`src/rtl/assert_macros.svh`:
```
// Assertion macros shared by the RTL that checks itself.
// Depends on nothing; every macro samples on the rising edge of clock.
`ifndef ASSERT_MACROS_SVH
`define ASSERT_MACROS_SVH

// Clocked assertion, disabled while reset is high.
`define ASSERT_CLK(label, clk, rst, prop, msg) \
   label: assert property (@(posedge clk) disable iff (rst) prop) else $error(msg);

// Clocked assertion that also holds during reset.
`define ASSERT_ALWAYS(label, clk, prop, msg) \
   label: assert property (@(posedge clk) prop) else $error(msg);

`endif

```
`src/rtl/pab_pkg.sv`:
```
// Package for the polygon area, bounding box and support point block.
// Holds widths, register indexes, stage types and the saturating add.
// Depends on nothing.
`timescale 1ns / 1ps

package pab_pkg;

   localparam int MAX_VERTS = 64;
   localparam int CNT_W     = $clog2(MAX_VERTS + 2);
   localparam logic [CNT_W-1:0] CNT_LIMIT = CNT_W'(MAX_VERTS + 1);
   localparam logic [CNT_W-1:0] CNT_MAXV  = CNT_W'(MAX_VERTS);
   localparam logic [CNT_W-1:0] CNT_ONE   = CNT_W'(1);

   localparam int COORD_W = 16;
   localparam int PROD_W  = 2 * COORD_W;
   localparam int TERM_W  = PROD_W + 1;
   localparam int CROSS_W = 39;
   localparam int AREA_W  = 38;

   localparam int CSR_IDX_W = 1;
   localparam logic [CSR_IDX_W-1:0] CSR_DIR_X = 1'b0;
   localparam logic [CSR_IDX_W-1:0] CSR_DIR_Y = 1'b1;

   localparam logic signed [COORD_W-1:0] DIR_X_RESET = 16'sd32767;
   localparam logic signed [COORD_W-1:0] DIR_Y_RESET = 16'sd0;

   localparam logic signed [CROSS_W-1:0] CROSS_MAX = {1'b0, {(CROSS_W-1){1'b1}}};
   localparam logic signed [CROSS_W-1:0] CROSS_MIN = {1'b1, {(CROSS_W-1){1'b0}}};

   typedef struct packed {
      logic signed [COORD_W-1:0] x;
      logic signed [COORD_W-1:0] y;
      logic signed [TERM_W-1:0]  cross_in;
      logic signed [TERM_W-1:0]  cross_close;
      logic signed [TERM_W-1:0]  dot;
      logic                      first;
      logic                      last;
      logic                      overflow;
   } pab_item_type;

   typedef struct packed {
      logic [AREA_W-1:0]         area;
      logic [COORD_W-1:0]        width;
      logic [COORD_W-1:0]        height;
      logic signed [COORD_W-1:0] support_x;
      logic signed [COORD_W-1:0] support_y;
      logic                      overflow;
   } pab_result_type;

   function automatic logic signed [CROSS_W-1:0] sat_add(
      input logic signed [CROSS_W-1:0] acc,
      input logic signed [TERM_W-1:0]  term
   );
      logic [CROSS_W:0] sum;
      sum = {acc[CROSS_W-1], acc} + {{(CROSS_W+1-TERM_W){term[TERM_W-1]}}, term};
      if (sum[CROSS_W] != sum[CROSS_W-1]) begin
         sat_add = sum[CROSS_W] ? CROSS_MIN : CROSS_MAX;
      end else begin
         sat_add = sum[CROSS_W-1:0];
      end
   endfunction

endpackage

```
`src/rtl/pab_accum.sv`:
```
// Accumulator stage: shoelace sum, bounding box and support vertex per polygon.
// Builds the result of a closing vertex for the output register.
// Depends on pab_pkg.
`timescale 1ns / 1ps

module pab_accum (
   input  logic                    clock,
   input  logic                    go,
   input  pab_pkg::pab_item_type   item,
   output pab_pkg::pab_result_type result
);

   logic signed [pab_pkg::CROSS_W-1:0] cross_sum_ff, cross_sum_in;
   logic signed [pab_pkg::COORD_W-1:0] min_x_ff, min_x_in, max_x_ff, max_x_in;
   logic signed [pab_pkg::COORD_W-1:0] min_y_ff, min_y_in, max_y_ff, max_y_in;
   logic signed [pab_pkg::COORD_W-1:0] best_x_ff, best_x_in, best_y_ff, best_y_in;
   logic signed [pab_pkg::TERM_W-1:0]  best_dot_ff, best_dot_in;

   logic signed [pab_pkg::CROSS_W-1:0] base_sum;
   logic [pab_pkg::CROSS_W-1:0]        magnitude;
   logic                               take_best;

   always_comb begin
      base_sum = item.first ? '0 : pab_pkg::sat_add(cross_sum_ff, item.cross_in);
      cross_sum_in = item.last ? pab_pkg::sat_add(base_sum, item.cross_close) : base_sum;

      if (item.first) begin
         min_x_in = item.x;
         max_x_in = item.x;
         min_y_in = item.y;
         max_y_in = item.y;
      end else begin
         min_x_in = ($signed(item.x) < $signed(min_x_ff)) ? item.x : min_x_ff;
         max_x_in = ($signed(item.x) > $signed(max_x_ff)) ? item.x : max_x_ff;
         min_y_in = ($signed(item.y) < $signed(min_y_ff)) ? item.y : min_y_ff;
         max_y_in = ($signed(item.y) > $signed(max_y_ff)) ? item.y : max_y_ff;
      end

      take_best   = item.first || ($signed(item.dot) > $signed(best_dot_ff));
      best_x_in   = take_best ? item.x   : best_x_ff;
      best_y_in   = take_best ? item.y   : best_y_ff;
      best_dot_in = take_best ? item.dot : best_dot_ff;

      magnitude = cross_sum_in[pab_pkg::CROSS_W-1] ? -cross_sum_in : cross_sum_in;

      result.area      = magnitude[pab_pkg::CROSS_W-1] ? {pab_pkg::AREA_W{1'b1}}
                                                       : magnitude[pab_pkg::AREA_W-1:0];
      result.width     = pab_pkg::COORD_W'(max_x_in - min_x_in);
      result.height    = pab_pkg::COORD_W'(max_y_in - min_y_in);
      result.support_x = best_x_in;
      result.support_y = best_y_in;
      result.overflow  = item.overflow;
   end

   // The first vertex of a polygon loads every field, so no clear is needed.
   always_ff @(posedge clock) begin
      if (go) begin
         cross_sum_ff <= cross_sum_in;
         min_x_ff     <= min_x_in;
         max_x_ff     <= max_x_in;
         min_y_ff     <= min_y_in;
         max_y_ff     <= max_y_in;
         best_x_ff    <= best_x_in;
         best_y_ff    <= best_y_in;
         best_dot_ff  <= best_dot_in;
      end
   end

endmodule

```
`config.mk`:
```
export PLATFORM = sky130hd
export DESIGN_NAME = pab_accum
export DESIGN_NICKNAME = d
export VERILOG_FILES = /design/src/rtl/assert_macros.svh /design/src/rtl/pab_pkg.sv /design/src/rtl/pab_accum.sv
export SDC_FILE = /design/constraint.sdc
export NUM_CORES = 1
export LEC_CHECK = 0
export CAP_MARGIN = 20
export CORE_MARGIN = 2
export CORE_UTILIZATION = 45
export DETAILED_ROUTE_END_ITERATION = 12
export DONT_BUFFER_PORTS = 1
export MAX_ROUTING_LAYER = met4
export SYNTH_ARGS = -nofsm -noshare
export SYNTH_HDL_FRONTEND = slang
export SYNTH_SLANG_ARGS = --single-unit
export TNS_END_PERCENT = 10
```
`constraint.sdc`:
```
create_clock -name clock -period 28.1 [get_ports clock]
set_input_delay 5.62 -clock clock [delete_from_list [all_inputs] [get_ports clock]]
set_output_delay 5.62 -clock clock [all_outputs]
set_load 0.03 [all_outputs]
```
=== Word-level counts from Yosys, hierarchy flattened ===
Index checks and enable logic that the tools add are counted.

* Eq/ne operators: 2
* Reduce and logical (&&, ||, !) cells: 2
* Mux-type cells: 18
* $lt $le $gt $ge: 5
* $add $sub $neg: 5

{| class="wikitable"
|+ Operators by type and width
! operator !! count
|-
| 39-bit 2-to-1 mux || 7
|-
| 16-bit 2-to-1 mux || 10
|-
| 39-bit by 33-bit adder with 40-bit output || 2
|-
| 39-bit negator || 1
|-
| 38-bit 2-to-1 mux || 1
|-
| 33-bit greater-than comparator || 1
|-
| 16-bit greater-than comparator || 2
|-
| 16-bit < comparator || 2
|-
| 16-bit subtractor || 2
|-
| 1-bit != test || 2
|-
| 2-bit AND reduction || 1
|-
| 1-bit logical OR || 1
|}

* Output and inout port bits: 103
* Word-level logic and storage cells: 40
* Bits of input ports: 136
* Register bits: 168

=== Logic depth before layout (Yosys ltp) ===
* Depth in word-level cells: 11
* Gate-level depth with buffers: 34
* Gate-level depth less buffers: 31

=== Worst setup path after synthesis ===
OpenSTA, ideal clock, no wires.

* Path kind: input to output
* Start: input item[69] in the netlist's numbering
* End: output result[72] in the netlist's numbering
* Data required time: 22.480 ns
* Cell stages on the path: 33
* Arrival: 12.958 ns
* Slack: 9.522 ns
* Cell sequence: ha_1 inv_1 fa_1 nand2b_1 a21oi_1 o21ai_1 a2111o_1 and4_1 a211oi_1 clkbuf_1 nor2_1 clkbuf_1 a21oi_1 ha_1 buf_6 a21o_1 a31oi_4 or4b_4 a31oi_4 or4_4 or2_1 buf_6 and3_4 buf_6 nor2_8 a2bb2oi_2 or4_4 buf_6 or4b_1 or4_1 buf_6 buf_6 nand2_1

{| class="wikitable"
|+ RTL lines
! element !! line !! source
|-
| from (decl) || pab_accum.sv:9 || <nowiki>input pab_pkg::pab_item_type item,</nowiki>
|-
| to (decl) || pab_accum.sv:10 || <nowiki>output pab_pkg::pab_result_type result</nowiki>
|}

==> reports/results.ini <==
[yosys]
post_synth_instance_area_um2=17370
postSynth.asyncResetShare=0
synth_cells=2047
ys_seq_elements=168
synth_nets=2391
avg_cell_area_syn_um2=8.485
synth_ff_type=edfxtp_1
synth_sequential_area_ratio=0.2905
yosysWarnings=0
ys_types=95
synth_edf_count=168

[placement]
dp_hpwl_um=41940
gp_congestion=0.9389
port_buffers=0

[drt]
detailedRoute.firstPassIterationCount=5
routed_wl_um=52280
route.vias.total=15072
drt-vias-per-instance=5.955
average_wire_length_per_cell_after_detail_routing_um=20.66
drt_first_iter_violations=1006
post-route-drc-count=0
route.antenna.remaining_nets=0

[cts]
path_clk_slew_ns=0.06
cts_resizes=0
post_cts.repair.setup_buffers=0
ctsRootBufferMaster=clkbuf_16
clockBufferDepth=2
clock_tree.htree_level_count=4
tritoncts.num_buffers=17
ctsHoldBuffers=0
cts_num_sinks=168
tritoncts=yes
clock_latency_on_the_worst_skew_pair_ns=0.48

[worst_setup_path]
cp.required_ns=22.48
critical_path.endpoint_type=primary output
criticalPathCategory=input port to primary output
worst_path_largest_cell_delay_ns=0.79
timing.critical_path.from_type=input port
crit_buf_inv=3
worst-endpoint-arrival_ns=15.03
critPathTopFamily=simple AND/OR/NAND/NOR gates
master_of_the_slowest_instance_on_the_critical_path=nor2_2
crit_fanout=33

[sta]
maxSlewHeadroom=0.3313
setup_viol=0
rsz0062_at_grt=no
final.setup.tns_ns=0
layout_worst_path_cycle_share=0.7348
slew_violations=0
clock.fmax_ghz=0.04843
post-route-min-period_ns=20.65
report.final.hold_viol_count=0
clock-skew-final_ns=0.01089
max_slew.worst_pin.slew_ns=0.9993

[pwr]
p_total_w=0.002183
static-leakage-power_nw=7.911
cellPowerDensity_nw_per_um2=119.0
worst_ir_drop_vdd_v=0.00005986

[grt]
vias_in_the_first_global_route=14605
initial_antenna_violation_count=8
largest_net_degree_at_the_start_of_global_routing=137
globalRouteOverflowTotal=0
grt_first_pass_wirelength_um=81420
grtUsageTotal=0.2644

[final_layout]
finalNetCount=2343
syn_to_final_growth_pct=5.583
fraction_of_layout_cells_with_a_size_suffix_above_1=0.06014

[job]
maxCapViolations=0

[outcome]
run_status=completed

[floorplan]
io_pins=239
fp.coreArea_um2=37840
die_x_um=200.5
die_area_um2=40180
floorplan.initialDensity=0.4589
core.rowCount=71
die_y_um=200.5

[worst_hold_path]
min_delay_path_class=flop to flop

[power breakdown]
part	internal [W]	switching, W	leakage (nW)
Combinational	0.000487	0.00110	5.99
Clock	0.000130	0.000110	0.276
Sequential	0.000340	0.0000156	1.65
Total	0.000957	0.00123	7.91
[area by class of cell]
| type | instances | area, um2 |
|---|---|---|
| timing repair buffer | 10 | 75.07 |
| inverter | 184 | 690.7 |
| tap | 511 | 639.4 |
| sequential | 168 | 5045 |
| clock inverter | 14 | 131.4 |
| fill | 3755 | 19510 |
| clock buffer | 18 | 429.2 |
| antenna | 8 | 20.02 |
| multi-input combinational | 1618 | 11310 |
[worst register-to-register path, delay by kind of cell, from the launching register on]
kind	cells	cell delay, ns
and+or+nand+nor	7	2.65
buffers and inverters	2	0.13
DFF	1	0.33
adders and majority gates	4	1.04
AOI/OAI and AO/OA	11	3.15
[synthesized netlist by cell type, types with 19 or more instances]
cell type	number	area (um2)
o211ai_1	23	172.7
mux2_2	37	416.7
edfxtp_1	168	5045
clkbuf_1	49	183.9
inv_1	182	683.2
o21ai_0	142	710.7
a21boi_0	19	142.6
o21ai_1	21	105.1
o21a_1	25	187.7
o31ai_1	19	142.6
xnor2_1	56	490.5
xor2_1	43	376.6
nand4_1	38	237.7
nor2_1	159	596.8
nand3_1	32	160.2
nand2b_1	21	131.4
a21o_1	62	465.5
a21oi_1	198	991.0
nor3_1	39	195.2
nand2_1	196	735.7
ha_1	204	2552
[metal layers]
metal / track usage / share of wire / wire length [um] / vias up
li1: - / - / - / 7448
met2: 0.4117 / 0.46 / 23950 / 471
met3: 0.04756 / 0.069 / 3633 / 68
met1: 0.3481 / 0.45 / 23470 / 7085
met4: 0.08704 / 0.024 / 1231 / 0
met5: - / 0 / 0 / -
[registers in the layout, indices dropped and copies added (netlist names)]
signal        cells
max_y_ff         16
max_x_ff         16
cross_sum_ff     39
min_x_ff         16
best_y_ff        16
best_x_ff        16
best_dot_ff      33
min_y_ff         16
[through the flow]
stage | setup slack [ns] | utilization | area, um2 | std cells | hold slack (ns)
2_1_floorplan | 9.522 | - | 17370 | 2047 | 0.5528
5_1_grt | 6.694 | 0.4846 | 18340 | 2531 | 0.6080
4_1_cts | 7.615 | 0.4840 | 18320 | 2523 | 0.5933
3_5_place_dp | 7.615 | 0.4692 | 17760 | 2491 | 0.5763
6_report | 7.451 | 0.4846 | 18340 | 2531 | 0.5893
3_3_place_gp | 7.956 | 0.4692 | 17760 | 2491 | 0.5708
[cells by family after synthesis]
kind of cell,synth area share
compound gates,0.2380
xor+xnor,0.05266
fa+ha+maj,0.1591
buf+inv,0.06138
flops,0.2905
mux,0.03566
simple gates,0.1627
[final timing paths]
path | from | end | slack (ns) | depth (start not counted)
setup / recovery | item[69] | result[83] | 7.45 | 29
hold / removal | min_x_ff[4] | min_x_ff[4] | 0.59 | 2
setup reg to reg | cross_sum_ff[0] | cross_sum_ff[37] | 20.42 | 24
hold reg to reg | min_x_ff[4] | min_x_ff[4] | 0.59 | 2
[cell usage in the layout (no fill, tap or decap), drive strengths merged, types with 20 or more instances in the layout]
cell,netlist,routed
ha,204,204
nand2,202,202
a21oi,200,200
inv,183,185
edfxtp,168,168
o21ai,163,163
nor2,160,160
a21o,62,62
xnor2,56,56
xor2,43,43
nor3,41,41
mux2,39,39
nand4,38,38
nand3,32,32
o21a,25,25
o211ai,24,24
nand2b,21,21
a21boi,20,20
a31oi,20,20
(Power assumes the default switching activity.)
